[src/sv/rcpb_pkg.sv]
// Package for the RTCP compound packet builder: opcodes, status codes, command types.
// No dependencies.
package rcpb_pkg;

   localparam int BUFFER_BYTES_DEF = 1024;
   localparam int QUEUE_DEPTH      = 2;

   typedef enum logic [3:0] {
      OP_RESET    = 4'd0,
      OP_SR       = 4'd1,
      OP_RR       = 4'd2,
      OP_BLOCK    = 4'd3,
      OP_SDES     = 4'd4,
      OP_CHUNK    = 4'd5,
      OP_CNAME    = 4'd6,
      OP_CHUNKEND = 4'd7,
      OP_BYE      = 4'd8,
      OP_BYESSRC  = 4'd9,
      OP_REASON   = 4'd10,
      OP_BYTE     = 4'd11,
      OP_END      = 4'd12,
      OP_READ     = 4'd13,
      OP_NOP14    = 4'd14,
      OP_NOP15    = 4'd15
   } opcode_type;

   typedef enum logic [1:0] {
      ST_OK       = 2'd0,
      ST_NO_SPACE = 2'd1,
      ST_MISALIGN = 2'd2,
      ST_FULL     = 2'd3
   } status_type;

   typedef enum logic [1:0] {
      BK_IDLE  = 2'd0,
      BK_WRITE = 2'd1,
      BK_READ  = 2'd2,
      BK_DONE  = 2'd3
   } back_state_type;

   localparam logic [7:0] HDR_BYTE  = 8'h80;
   localparam logic [7:0] PT_SR     = 8'd200;
   localparam logic [7:0] PT_RR     = 8'd201;
   localparam logic [7:0] PT_SDES   = 8'd202;
   localparam logic [7:0] PT_BYE    = 8'd203;
   localparam logic [7:0] SDES_CNAME = 8'd1;

   // Raw command as taken from the request ports.
   typedef struct packed {
      opcode_type  op;
      logic [31:0] ssrc;
      logic [7:0]  fraction;
      logic [31:0] v1;
      logic [31:0] v2;
      logic [31:0] v3;
      logic [31:0] v4;
      logic [31:0] v5;
      logic [7:0]  text_length;
      logic [7:0]  text_byte;
      logic [9:0]  read_index;
   } cmd_type;

endpackage

[src/sv/rcpb_front.sv]
// Front end of the RTCP builder: a short command queue between the request
// ports and the executing back end. Depends on rcpb_pkg.
module rcpb_front (
   input  logic             clock,
   input  logic             reset,
   input  logic             push,
   input  rcpb_pkg::cmd_type push_cmd,
   output logic             full,
   input  logic             pop,
   output logic             empty,
   output rcpb_pkg::cmd_type head_cmd
);
   localparam int D = rcpb_pkg::QUEUE_DEPTH;

   rcpb_pkg::cmd_type slot_ff [D];
   logic [$clog2(D)-1:0] wr_ff, rd_ff;
   logic [$clog2(D):0]   cnt_ff;

   assign full     = (cnt_ff == ($clog2(D)+1)'(D));
   assign empty    = (cnt_ff == '0);
   assign head_cmd = slot_ff[rd_ff];

   always_ff @(posedge clock) begin
      if (push) slot_ff[wr_ff] <= push_cmd;
      if (reset) begin
         wr_ff  <= '0;
         rd_ff  <= '0;
         cnt_ff <= '0;
      end else begin
         if (push) wr_ff <= wr_ff + 1'b1;
         if (pop)  rd_ff <= rd_ff + 1'b1;
         if (push && !pop) cnt_ff <= cnt_ff + 1'b1;
         else if (pop && !push) cnt_ff <= cnt_ff - 1'b1;
      end
   end
endmodule

[config.mk]
export PLATFORM = sky130hd
export DESIGN_NAME = rcpb_front
export DESIGN_NICKNAME = d
export VERILOG_FILES = /design/src/sv/rcpb_pkg.sv /design/src/sv/rcpb_front.sv
export SDC_FILE = /design/constraint.sdc
export NUM_CORES = 1
export LEC_CHECK = 0
export ABC_AREA = 1
export BUFFER_PORTS_ARGS = -buffer_cell sky130_fd_sc_hd__buf_2
export CAP_MARGIN = 0
export CORE_MARGIN = 2
export CORE_UTILIZATION = 53
export CTS_CLUSTER_SIZE = 28
export DETAILED_ROUTE_END_ITERATION = 8
export PLACE_DENSITY = 0.81
export SETUP_SLACK_MARGIN = 0.1
export SYNTH_ARGS = -nofsm -noshare
export SYNTH_HDL_FRONTEND = slang
export SYNTH_SLANG_ARGS = --single-unit
[constraint.sdc]
create_clock -name clock -period 12.76 [get_ports clock]
set_input_delay 0.638 -clock clock [delete_from_list [all_inputs] [get_ports clock]]
set_output_delay 0.638 -clock clock [all_outputs]
set_load 0.05 [all_outputs]
; After elaboration in Yosys (flattened, before gate mapping)
; Memory sizes are Yosys's and may differ from the RTL's. A register that Yosys moved wholly into a read port is not among the register bits.
; Cells that the tools add are included.
[word_totals]
mem_bits_rw = 460
reg_bits = 4
n_memories = 1
[classes]
n_addsub = 4
mux = 6
reduce_logical = 6
eq_ne = 1
[mem_list]
columns = name, depth, width, read_ports, rd_clocked_by_memory_dff, write_ports, line
row1 = slot_ff, 2, 230, 1, 1, 1, rcpb_front.sv:15  ; rcpb_pkg::cmd_type slot_ff [D];
[op_table]
columns = cell, count
row1 = two-way mux 1 bit, 4
row2 = two-way mux 2 bit, 2
row3 = "adder 1 bit, second input constant", 2
row4 = "adder 2 x 1 -> 2 bit, second input constant", 1
row5 = "== test 2 bit, second input constant", 1
row6 = logical AND 1 bit, 2
row7 = zero test 1 bit, 2
row8 = zero test 2 bit, 1
row9 = nonzero test 2 bit, 1
row10 = "subtractor 2 x 1 -> 2 bit, second input constant", 1

; Longest topological paths before layout
[logic_depth]
ltp_word = 4
depth_mapped = 8

; Worst setup path after synthesis
; No wires, ideal clock.
[synth_timing]
path_type = input -> register
from = in push
to = mem slot_ff[0][0] in the netlist's numbering, enable pin
path_buffers = 0
setup_slack_ps = 1642
setup_ps = 831
path_stages = 2
arrival_time_ps = 10287
path_cell_list = inv_1 nor2_1
[synth_via]
elab_chain_len = 2
[synth_lines]
columns = item, line
row1 = "start, declared", rcpb_front.sv:6  ; input logic push,
row2 = two-way mux 1 bit, rcpb_front.sv:24  ; if (push) slot_ff[wr_ff] <= push_cmd;
row3 = two-way mux 1 bit (not written as such), rcpb_front.sv:24
row4 = "end, declared", rcpb_front.sv:15
; Every way passes these cells.

==> metrics.yaml <==
status:
  status: "finished, final reports clean"
finish:
  drive_above_1_share_pct: 60.8
  fillCellCount: 2252
  areaGrowthSynthToFinish_pct: 22.6
  post_layout_nonfiller_instances: 1743
  nets: 1480
placement:
  dp.cells: 1644
  dp_hpwl_um: 24500
  portBuffers: 465
  place_congestion: 0.789
clock_tree:
  htree_num_levels: 2
  cts-root-buf: "clkbuf_16"
  ctsHoldBuffers: 0
  postCtsSetupBuffers: 0
  clk_pin_slew_ns: 0.06
  cts_resized: 0
  cts_tree: "built"
  clk_path_buf_depth: 3
  clk_latency_ns: 0.56
  cts_made_buffers: 47
  cts_num_sinks: 465
setup_path:
  crit_buf_inv: 2
  max_stage_delay_ns: 0.91
  critPathCaptureType: "output port"
  worst_path_max_delay_cell: "buf_4"
  cp-start-kind: "register"
  critical-path-top-delay-family: "buffers and inverters"
  required_ns: 12.12
  critical_path.cell_chain: "buf_4, mux2_2, buf_2"
  critPathArrivalTime_ns: 3.02
  path_class: "register to output port"
  crit_fanout: 57
synthesis:
  synthCells: 749
  syn-mean-instance-area_um2: 23.8
  yosys_warnings: 0
  synth_area_um2: 17800
  synth.distinct_cells: 17
  synth_area_leaders: "edfxtp_1 (77%), mux2_4 (17%), buf_12 (2.5%), mux2_2 (1.9%), dfxtp_1 (0.56%)"
  yosys.area.top_type_share_pct: 77.4
  ys_seq_area_share_pct: 78.0
  synth_top_area_cell: "edfxtp_1"
  synth_nets: 984
  ys_seq_elements: 465
power:
  share_comb_of_total_power_pct: 16.7
  p_per_area_nw_per_um2: 170
  switchingPower_uw: 1010
  swShare_pct: 26.9
  seqPwrFrac_pct: 48.3
  leakagePower_uw: 0.00866
  peakVddDrop_uv: 127
  intPower_uw: 2730
  clockPowerShare_pct: 35.0
drt:
  drc: 0
  ant_nets: 0
  num_vias: 8804
  vias_per_cell: 5.05
  wl_um: 36900
  wl_per_cell_um: 21.2
  drt-pass1-iter-count: 4
  drt-initial-drc-count: 540
global_routing:
  gr-usage-all-layers_pct: 20.4
  antenna_found_initial: 17
  grt_overflow: 0
  grt_pass1_vias: 9226
  grt_pass1_wl_um: 53500
  grt_max_degree: 131
die:
  dieArea_um2: 35200
  die_h_um: 188
  die_w_um: 188
  num_rows: 67
  start_util_pct: 53.5
  design.core.area_um2: 33400
  io-pin-count: 466
sta:
  hold_viol_final: 0
  setup_viol: 0
  period_share_pct: 28.7
  tns_ns: 0
  fmax_mhz: 273
  finalClockSkew_ns: 0.0320
  drv_slew: 0
  period_minus_slack_ns: 3.66
  rsz0062_at_grt: "false"
  relSlewSlack_pct: 25.3
  tightestPinTransition_ns: 1.12
min_path:
  hp-class: "input pin to register"
job:
  maxCapViolations: 0
power by group through the flow:
stage / Combinational [uW] / Clock [uW] / Sequential, uW
after global placement: 618 / 0 / 1830
after CTS: 628 / 1340 / 1800
after floorplan: 509 / 0 / 1840
final: 623 / 1310 / 1800
after detailed placement: 625 / 0 / 1830
after global routing: 648 / 1390 / 1810
cell families (layout without fill, tap and decap cells):
kind of cell / count (synthesis) / in the layout / share of synthesized area [%]
AOI/OAI and AO/OA: 2 / 2 / 0.0560
xor gates and xnor gates: 1 / 1 / 0.0491
adders and majority gates: 1 / 1 / 0.0701
buffers and inverters: 35 / 568 / 2.80
DFF: 465 / 465 / 78.0
muxes: 230 / 230 / 18.7
other: 0 / 13 / 0
and+or+nand+nor: 15 / 15 / 0.344
Yosys cell counts:
cell and n:
a21oi_1 1, buf_12 22, buf_2 3, buf_6 1
dfxtp_1 5, edfxtp_1 460, ha_1 1, inv_1 9
mux2_2 30, mux2_4 200, nand2_1 5, nand3_1 1
nand4_1 1, nor2_1 7, nor3_1 1, o21ai_0 1
xnor2_1 1
cell type report:
cell class	instances	area, um2	area share (%)
Clock inverter	28	214	0.978
Multi-Input combinational cell	249	3440	15.7
Antenna cell	13	32.5	0.149
Timing Repair Buffer	473	2400	11.0
Clock buffer	58	1280	5.84
Tap cell	448	561	2.56
Sequential cell	465	13900	63.6
Inverter	9	41.3	0.189
placed cells by master, fill, tap and decap left out:
| master | count |
|---|---|
| buf_2 | 465 |
| edfxtp_1 | 460 |
| mux2_4 | 200 |
| clkbuf_16 | 48 |
| mux2_2 | 30 |
| diode_2 | 13 |
| clkinv_2 | 11 |
| inv_1 | 8 |
| clkinv_1 | 7 |
| buf_4 | 7 |
| nor2_1 | 6 |
| clkbuf_1 | 6 |
| nand2_1 | 5 |
| clkbuf_8 | 4 |
| clkinvlp_4 | 4 |
| dfxtp_1 | 4 |
| inv_6 | 2 |
| bufinv_16 | 2 |
| inv_8 | 1 |
| nor2_4 | 1 |
| o21ai_0 | 1 |
| a21oi_1 | 1 |
| xnor2_1 | 1 |
| nor3_1 | 1 |
| nand3_1 | 1 |
| nand4_1 | 1 |
| ha_1 | 1 |
| dfxtp_4 | 1 |
| clkinv_4 | 1 |
| clkinv_8 | 1 |
| buf_12 | 1 |
worst register-to-register path, stage by stage, from the launching register on:
cell and delay (ns):
dfxtp_1 0.39, nand2_1 0.16, inv_8 0.45, buf_4 0.98
registers in the layout (all words and copies together) (netlist names), named ones only:
| name | count |
|---|---|
| wr_ff | 1 |
| slot_ff | 460 |
| rd_ff | 1 |
| cnt_ff | 2 |
worst paths after layout:
kind	startpoint	endpoint	slack, ns	cells past startpoint
hold reg to reg	rd_ff	register	0.54	2
setup / recovery	register	head_cmd[218]	9.10	3
setup reg to reg	wr_ff	slot_ff[1][223]	10.31	3
hold / removal	push_cmd[193]	slot_ff[1][193]	0.26	1
metrics by stage:
| stage | cell area, um2 | utilization, % | hold WS, ns | total power (uW) | setup slack (ns) |
|---|---|---|---|---|---|
| 6_report | 21900 | 65.6 | 0.263 | 3730 | 9.10 |
| 5_1_grt | 21900 | 65.6 | 0.244 | 3840 | 8.95 |
| 4_1_cts | 21900 | 65.5 | 0.233 | 3770 | 9.03 |
| 3_5_place_dp | 20400 | 61.0 | 0.512 | 2460 | 9.65 |
| 3_3_place_gp | 20400 | 61.0 | 0.495 | 2440 | 9.66 |
| 2_1_floorplan | 17800 | - | 0.480 | 2350 | 1.64 |
per-layer routing:
metal,vias up,share of wire (%),track usage [%]
met5,-,0.12,0
met4,8,3.4,8.63
met3,86,8.5,6.53
met2,394,52,35.9
met1,4327,36,22.9
li1,3989,-,-
(Power assumes the default switching activity.)
